<file path="src/rtl/core/ppo_pkg.sv">
// Package for the percentage price oscillator: widths, register indexes,
// shared status structs. No dependencies.
`default_nettype none
package ppo_pkg;
  localparam int unsigned PriceW = 32;
  localparam int unsigned SumW   = 42;
  localparam int unsigned PerW   = 11;
  localparam int unsigned WgtW   = 16;

  typedef enum logic [2:0] {
    REG_SHORT_PERIOD  = 3'd0,
    REG_LONG_PERIOD   = 3'd1,
    REG_SIGNAL_PERIOD = 3'd2,
    REG_DIVIDE_LONG   = 3'd3,
    REG_SHORT_WEIGHT  = 3'd4,
    REG_LONG_WEIGHT   = 3'd5,
    REG_SIGNAL_WEIGHT = 3'd6,
    REG_NONE          = 3'd7
  } reg_idx_e;

  // request/response between sequencer and shared divider
  typedef struct packed {
    logic        start;
    logic [63:0] dividend;
    logic [31:0] divisor;
  } div_req_t;

  typedef struct packed {
    logic        done;
    logic [63:0] quotient;
  } div_rsp_t;
endpackage
`default_nettype wire

</file>
<file path="src/rtl/core/ppo_div.sv">
// Shared restoring divider, one quotient bit per cycle.
// Depends on ppo_pkg.
`default_nettype none
module ppo_div (
  input  wire logic              clk_i,
  input  wire logic              rst_ni,
  input  wire ppo_pkg::div_req_t req_i,
  output ppo_pkg::div_rsp_t      rsp_o
);
  logic [63:0] quo_q, quo_d;
  logic [32:0] rem_q, rem_d;
  logic [31:0] dsr_q, dsr_d;
  logic [6:0]  cnt_q, cnt_d;
  logic        busy_q, busy_d, done_q, done_d;
  logic [33:0] trial;
  logic [32:0] shifted;

  always_comb begin
    quo_d = quo_q; rem_d = rem_q; dsr_d = dsr_q; cnt_d = cnt_q;
    busy_d = busy_q; done_d = 1'b0;
    shifted = {rem_q[31:0], quo_q[63]};
    trial = {1'b0, shifted} - {2'b00, dsr_q};
    if (req_i.start) begin
      quo_d = req_i.dividend; rem_d = '0; dsr_d = req_i.divisor;
      cnt_d = 7'd64; busy_d = 1'b1;
    end else if (busy_q) begin
      // shift in next dividend bit, subtract where it fits
      if (!trial[33]) begin
        rem_d = trial[32:0];
        quo_d = {quo_q[62:0], 1'b1};
      end else begin
        rem_d = shifted;
        quo_d = {quo_q[62:0], 1'b0};
      end
      cnt_d = cnt_q - 7'd1;
      if (cnt_q == 7'd1) begin
        busy_d = 1'b0; done_d = 1'b1;
      end
    end
  end

  always_ff @(posedge clk_i or negedge rst_ni) begin
    if (!rst_ni) begin
      busy_q <= 1'b0; done_q <= 1'b0; cnt_q <= '0;
    end else begin
      busy_q <= busy_d; done_q <= done_d; cnt_q <= cnt_d;
    end
  end

  always_ff @(posedge clk_i) begin
    quo_q <= quo_d; rem_q <= rem_d; dsr_q <= dsr_d;
  end

  assign rsp_o.done     = done_q;
  assign rsp_o.quotient = quo_q;
endmodule
`default_nettype wire

</file>
<file path="config.mk">
export PLATFORM = sky130hd
export DESIGN_NAME = ppo_div
export DESIGN_NICKNAME = d
export VERILOG_FILES = /design/src/rtl/core/ppo_pkg.sv /design/src/rtl/core/ppo_div.sv
export SDC_FILE = /design/constraint.sdc
export NUM_CORES = 1
export LEC_CHECK = 0
export BUFFER_PORTS_ARGS = -buffer_cell sky130_fd_sc_hd__buf_2
export CAP_MARGIN = 20
export CORE_UTILIZATION = 30
export CTS_BUF_LIST = sky130_fd_sc_hd__clkbuf_8
export CTS_CLUSTER_SIZE = 40
export DETAILED_ROUTE_END_ITERATION = 7
export GPL_TIMING_DRIVEN = 0
export HOLD_SLACK_MARGIN = 0.12
export PLACE_DENSITY = 0.5
export SLEW_MARGIN = 40
export SYNTH_ARGS = -nofsm -noshare
export SYNTH_HDL_FRONTEND = slang
export SYNTH_SLANG_ARGS = --single-unit
</file>
<file path="constraint.sdc">
create_clock -name clk_i -period 2.65 [get_ports clk_i]
set_input_delay 0.3975 -clock clk_i [delete_from_list [all_inputs] [get_ports clk_i]]
set_output_delay 0.3975 -clock clk_i [all_outputs]
set_load 0.05 [all_outputs]
</file>
==> impl_metrics.ini, run 1 <==
[outcome]
status = complete, no violations

[clocking]
cts_tree = yes
path_clk_slew_ns = 0.09
cts_sinks = 137
insertion_delay_ns = 0.44
cts_max_path_buffers = 2
htreeDepth = 4
cts_buffers = 17
root_buffer = clkbuf_8

[final_layout]
fillerInstances = 2433
syn2layout_area_growth_pct = 32.0
nNetsFinal = 1018
fin_cells = 1221
post-route-util = 0.403
fin_area_sq_um = 9800
diodes = 0
layout-drive-gt1-share = 0.369

[drt]
dr.pass1.iters = 5
num_vias = 5845
ant_nets = 0
wl_per_cell_um = 16.7
drt_iter0_markers = 257
routed_wl_mm = 20.4
viasPerCell = 4.79
route.detailed.drc = 0

[setup_path]
regToRegSetupSlack_ns = 0.03
crit_type = reg2reg
cp-start-kind = flop
endpoint_kind = flop
worstPathCellList = inv_2, ha_4, a2111oi_4, o21a_1, o31a_1, a21bo_4, a21oi_4, o21ai_2, buf_6, buf_12, mux2_2
crit_path_max_incr_delay_ns = 0.38
arrival_ns = 2.83
reg2reg_from = dsr_q[8]
r2r-end = quo_q[0]
rr_worst_depth = 11
path_max_fanout = 6
required_ns = 2.85
crit_slowest_cell = edfxtp_1

[min_path]
whs_path_depth = 1
worstHoldEndpoint = dsr_q[29]
hp-start = req_i[29]
holdCritPathClass = in2reg

[floorplanning]
initial_core_util = 0.305
core-area_sq_um = 24300
die_y_um = 159
rows = 57
dieWidth_um = 159
die-area_sq_um = 25400
ioPinCount = 164

[yosys]
synth_cells = 655
synth_edf_count = 96
syn_avg_cell_area_sq_um = 11.3
synth_fa_ha_area_frac = 0.0600
synth-compound-area-share = 0.146
synth_simple_gate_area_frac = 0.0883
ys_ff_latch = 137
synthXorXnorAreaFrac = 0.0318
synth.net_count = 789
synthDistinctLibCells = 67
synthMuxAreaShare = 0.127
synth_top_family_by_area = compound AO/OA/AOI/OAI gates
syn_area_sq_um = 7430
ys.flop_type = edfxtp_1
yosysWarnings = 0
async_flop_share = 0.0657
ys_seq_area_frac = 0.505

[sta]
hold_violations = 0
period_minus_slack_ns = 2.62
fin_crit_sh = 0.990
fin_tns_setup_ns = 0
drv_slew = 0
worst_clock_skew_ns = 0.0146
rsz0062_at_grt = yes
clock.fmax_mhz = 381
setup_viol = 0
worstMarginPinSlew_ns = 0.765
maxSlewHeadroom = 0.488

[global_route]
grt_max_degree = 43
grt_pass1_vias = 5895
antenna_found_initial = 1
grt_pass1_wl_mm = 31.8
grt_util_met1 = 0.200
met3_usage = 0.0568
grtUsageMet2 = 0.270
gr-usage-all-layers = 0.161
overflow = 0
grt.busiest_layer = met2

[job]
cap_violations = 0

[pwr]
leakagePower_nw = 4.03
power.total_mw = 8.69
ir_drop_mv = 0.377
power-per-cell-area_nw_per_um2 = 887

[place]
gp_congestion = 0.798
hpwl_mm = 14.7
placed_cells = 1144
portBuffers = 163
placed_cell_area_sq_um = 8720
routing by layer:
| layer | vias to the layer above | routed length [um] |
|---|---|---|
| li1 | 2899 | - |
| met1 | 2764 | 9140 |
| met2 | 170 | 9710 |
| met3 | 10 | 1450 |
| met4 | 2 | 136 |
| met5 | - | 13 |
what timing repair did:
item | in CTS | in global routing
hold buffers | 30 | 2
pin swaps | 9 | 26
buffers inserted | 10 | 10
hold endpoints to repair | 38 | 2
gates resized for setup | 14 | 41
endpoints found under the setup margin | 33 | 33
registers in the layout (all words and copies together) (netlist names):
signal / flops
dsr_q: 32
rem_q: 32
cnt_q: 7
done_q: 1
busy_q: 1
quo_q: 64
synth_stat cells, types with 3 or more instances:
cell type / instances / share of area
nor3b_1: 3 / 0.0030
or3_1: 5 / 0.0042
inv_1: 41 / 0.021
buf_6: 3 / 0.0045
a21oi_1: 31 / 0.021
nand4_1: 8 / 0.0067
and2_1: 3 / 0.0025
o211ai_1: 7 / 0.0071
a21boi_0: 3 / 0.0030
a21o_1: 12 / 0.012
a311oi_1: 4 / 0.0047
nor3_1: 6 / 0.0040
xor2_1: 11 / 0.013
clkbuf_1: 26 / 0.013
o21ai_0: 23 / 0.016
o21a_1: 8 / 0.0081
a31oi_1: 3 / 0.0025
ha_1: 34 / 0.057
nor2b_1: 5 / 0.0042
nor2_1: 47 / 0.024
dfrtp_1: 9 / 0.030
nand2b_1: 3 / 0.0025
a211oi_1: 26 / 0.026
dfxtp_1: 32 / 0.086
nand3_1: 8 / 0.0054
edfxtp_1: 96 / 0.39
mux2i_1: 21 / 0.028
mux2_2: 64 / 0.097
xnor2_1: 16 / 0.019
a22o_1: 3 / 0.0035
nand2_1: 42 / 0.021
o31a_1: 4 / 0.0047
how the worst max path moves through the flow:
stage / from / to / slack [ns] / cells after the start
2_1_floorplan: quo_q[63] / quo_q[0] / 0.01 / 11
6_report: dsr_q[8] / quo_q[0] / 0.03 / 11
3_3_place_gp: req_i[96] / rem_q[26] / -1.53 / 6
4_1_cts: dsr_q[8] / quo_q[0] / 0.0001 / 11
3_5_place_dp: quo_q[63] / rem_q[28] / -0.24 / 11
5_1_grt: dsr_q[8] / quo_q[0] / -0.11 / 11
stage by stage:
step                hold slack, ns  worst slack, ns
global route                 0.126           -0.110
finish                       0.156           0.0266
detailed placement           0.279           -0.240
CTS                          0.121         0.000113
floorplan                    0.102           0.0141
global placement             0.281            -1.53
kinds of logic after synthesis:
| group | after synthesis |
|---|---|
| muxes | 86 |
| adders and majority gates | 35 |
| xor gates and xnor gates | 27 |
| buffers and inverters | 75 |
| and+or+nand+nor | 141 |
| DFF | 137 |
| AOI/OAI and AO/OA | 154 |
cells in the final DEF, fill, tap and decap left out, types with 7 or more instances in the layout:
master	n
dlygate4sd3_1	32
ha_4	8
buf_2	164
xnor2_1	16
buf_4	20
o211ai_1	7
mux2i_1	20
nand3_1	7
o21a_1	8
ha_1	21
mux2_2	64
dfxtp_1	32
clkbuf_8	17
a21oi_1	28
clkbuf_1	20
o21ai_0	19
a211oi_1	23
dfrtp_1	9
nand2_1	41
edfxtp_1	96
a21o_1	12
nand4_1	8
xor2_1	11
nor2_1	46
inv_1	40
critical path, delay by kind of cell (launching register included):
kind / cells / cell delay [ns]
adder cells (fa/ha/maj): 1 / 0.22
buffers and inverters: 3 / 0.35
AO/OA/AOI/OAI: 6 / 1.17
flip-flops: 1 / 0.38
multiplexers: 1 / 0.25
layout make-up:
cell class,instances,area (sq um),area share
flip-flops and latches,137,3750,0.382
multi-input cells,443,3610,0.369
repair buffers,217,1340,0.136
well taps,324,405,0.0414
clock buffers,17,234,0.0239
inverters,41,159,0.0162
clock inverters,15,155,0.0158
plain buffers,27,149,0.0152
where the power goes:
group | switching [mW] | leakage (nW) | internal (mW)
Clock | 0.974 | 0.197 | 0.781
Sequential | 0.292 | 1.36 | 2.72
Combinational | 2.23 | 2.47 | 1.70
Total | 3.50 | 4.03 | 5.20
No activity file was read; power rests on OpenSTA's default activity.
==> run 2: changes to the inputs <==
--- a/config.mk
+++ b/config.mk
@@ -13,7 +13,7 @@
 export DETAILED_ROUTE_END_ITERATION = 7
 export GPL_TIMING_DRIVEN = 0
 export HOLD_SLACK_MARGIN = 0.12
-export PLACE_DENSITY = 0.5
+export PLACE_DENSITY = 0.48
 export SLEW_MARGIN = 40
 export SYNTH_ARGS = -nofsm -noshare
 export SYNTH_HDL_FRONTEND = slang
==> constraint.sdc (replaced) <==
create_clock -name clk_i -period 2.79 [get_ports clk_i]
set_input_delay 0.4185 -clock clk_i [delete_from_list [all_inputs] [get_ports clk_i]]
set_output_delay 0.4185 -clock clk_i [all_outputs]
set_load 0.05 [all_outputs]
==> impl_metrics.ini, run 2 (same netlist as run 1, synthesis figures left out) <==
[pwr]
power.total_mw = 7.99
p_sw_mw = 3.30
ir_drop_mv = 0.350
p_sw_frac = 0.413
internal-power_mw = 4.69
power-per-cell-area_nw_per_um2 = 832
clkPwrFrac = 0.210
seq_power_share = 0.355
leakagePower_nw = 3.98
combPwrFrac = 0.436

[floorplanning]
rows = 57
core-area_sq_um = 24300
initial_core_util = 0.305
ioPinCount = 164
dieWidth_um = 159
die-area_sq_um = 25400
die_y_um = 159

[sta]
maxSlewHeadroom = 0.504
hold_violations = 0
period_minus_slack_ns = 2.67
setup_viol = 0
holdWs_ns = 0.237
drv_slew = 0
clock.fmax_mhz = 375
rsz0062_at_grt = no
fin_crit_sh = 0.956
worstMarginPinSlew_ns = 0.742
worst_clock_skew_ns = 0.0151

[final_layout]
reg.largest.list = quo_q (64), dsr_q (32), rem_q (32)
fin_area_sq_um = 9600
layout_common_cells = buf_2, edfxtp_1, mux2_2
post-route-util = 0.395
fin_cells = 1211
syn2layout_area_growth_pct = 29.3
layout-drive-gt1-share = 0.346
final_common_cell = buf_2
largest_reg_flops = 64
nNetsFinal = 1008
diodes = 0
fillerInstances = 2449
top_register = quo_q

[setup_path]
regToRegSetupSlack_ns = 0.12
reg2reg_from = dsr_q[26]
startpoint = dsr_q[26]
required_ns = 3.01
path_max_fanout = 10
endpoint_kind = flop
crit_type = reg2reg
endpoint = quo_q[0]
rr_worst_depth = 12
cp-start-kind = flop
arrival_ns = 2.88
r2r-end = quo_q[0]

[drt]
wl_met1_mm = 9.28
wl_per_cell_um = 16.7
routed.top_layer = met4
drt_iter0_markers = 264
ant_nets = 0
num_vias = 5796
wl_met2_mm = 9.33
wl_met3_mm = 1.44
route.detailed.drc = 0
dr.pass1.iters = 4
viasPerCell = 4.79
routed_wl_mm = 20.2

[place]
placed_cell_area_sq_um = 8670
hpwl_mm = 14.6
gp_congestion = 0.824
placed_cells = 1143
portBuffers = 163

[clocking]
cts_max_path_buffers = 2
cts_tree = yes
htreeDepth = 4
root_buffer = clkbuf_8
path_clk_slew_ns = 0.11
cts_buffers = 17
cts_sinks = 137
insertion_delay_ns = 0.48

[global_route]
antenna_found_initial = 0
overflow = 0
grt_max_degree = 38
gr-usage-all-layers = 0.165
grt_pass1_vias = 6101
grt_pass1_wl_mm = 32.6

[outcome]
status = complete, no violations

[min_path]
whs_path_depth = 2
holdCritPathClass = in2reg

[job]
cap_violations = 0
[run 2: cell count changes in the layout (fill, tap and decap cells not counted), sizes merged]
cell / change
dlygate4sd3: +1
buf: -12
clkinvlp: -2
bufinv: -1
clkbuf: +1
inv: +2
clkinv: +1
[run 2: area by class of cell]
cell class / instances / area (sq um) / area share
Sequential cell: 137 / 3750 / 0.391
Multi-Input combinational cell: 443 / 3520 / 0.367
Timing Repair Buffer: 206 / 1240 / 0.129
Tap cell: 324 / 405 / 0.0422
Clock buffer: 17 / 234 / 0.0244
Inverter: 41 / 159 / 0.0166
Clock inverter: 15 / 151 / 0.0158
Buffer: 28 / 144 / 0.0150
[run 2: metrics by stage]
step,setup slack (ns),setup TNS [ns]
after floorplan,0.0887,0
after global placement,-1.48,-106.13
after detailed placement,-0.162,-3.30
after CTS,0.0128,0
after global routing,0.00627,0
final,0.123,0
[run 2: power by group through the flow]
stage	combinational (mW)	sequential (mW)	clock, mW
final	3.48	2.83	1.68
after floorplan	2.02	3.31	0
after global routing	3.81	2.89	1.82
after CTS	3.35	2.83	1.73
after global placement	3.24	2.87	0
after detailed placement	3.24	2.86	0
[run 2: how the worst min path moves through the flow]
| stage | slack, ns | startpoint | end |
|---|---|---|---|
| 4_1_cts | 0.12 | req_i[22] | dsr_q[22] |
| 2_1_floorplan | 0.12 | rst_ni | busy_q |
| 3_3_place_gp | 0.29 | rst_ni | cnt_q[3] |
| 5_1_grt | 0.20 | req_i[50] | quo_q[18] |
| 6_report | 0.24 | req_i[58] | quo_q[26] |
| 3_5_place_dp | 0.29 | rst_ni | done_q |
[run 2: worst max-delay path, stage by stage, from the launching register on]
cell      delay (ns)
edfxtp_1        0.37
inv_1           0.08
ha_1            0.22
buf_2           0.17
a21o_1          0.23
a21o_1          0.19
a21oi_1         0.16
o21ai_0         0.16
a21boi_2        0.21
o21ai_2         0.09
buf_6           0.14
buf_8           0.15
mux2_2          0.25
[run 2: timing repair]
action,CTS,global route
endpoints found under the hold margin,38,3
endpoints found under the setup margin,28,28
hold buffers,30,3
buffers inserted,3,6
pin swaps,1,7
gates resized for setup,7,26
[run 2: layer usage]
layer,track usage,vias to the layer above
li1,-,2883
met1,0.209,2739
met2,0.266,162
met3,0.0557,12
met4,0.0476,0
met5,0,-
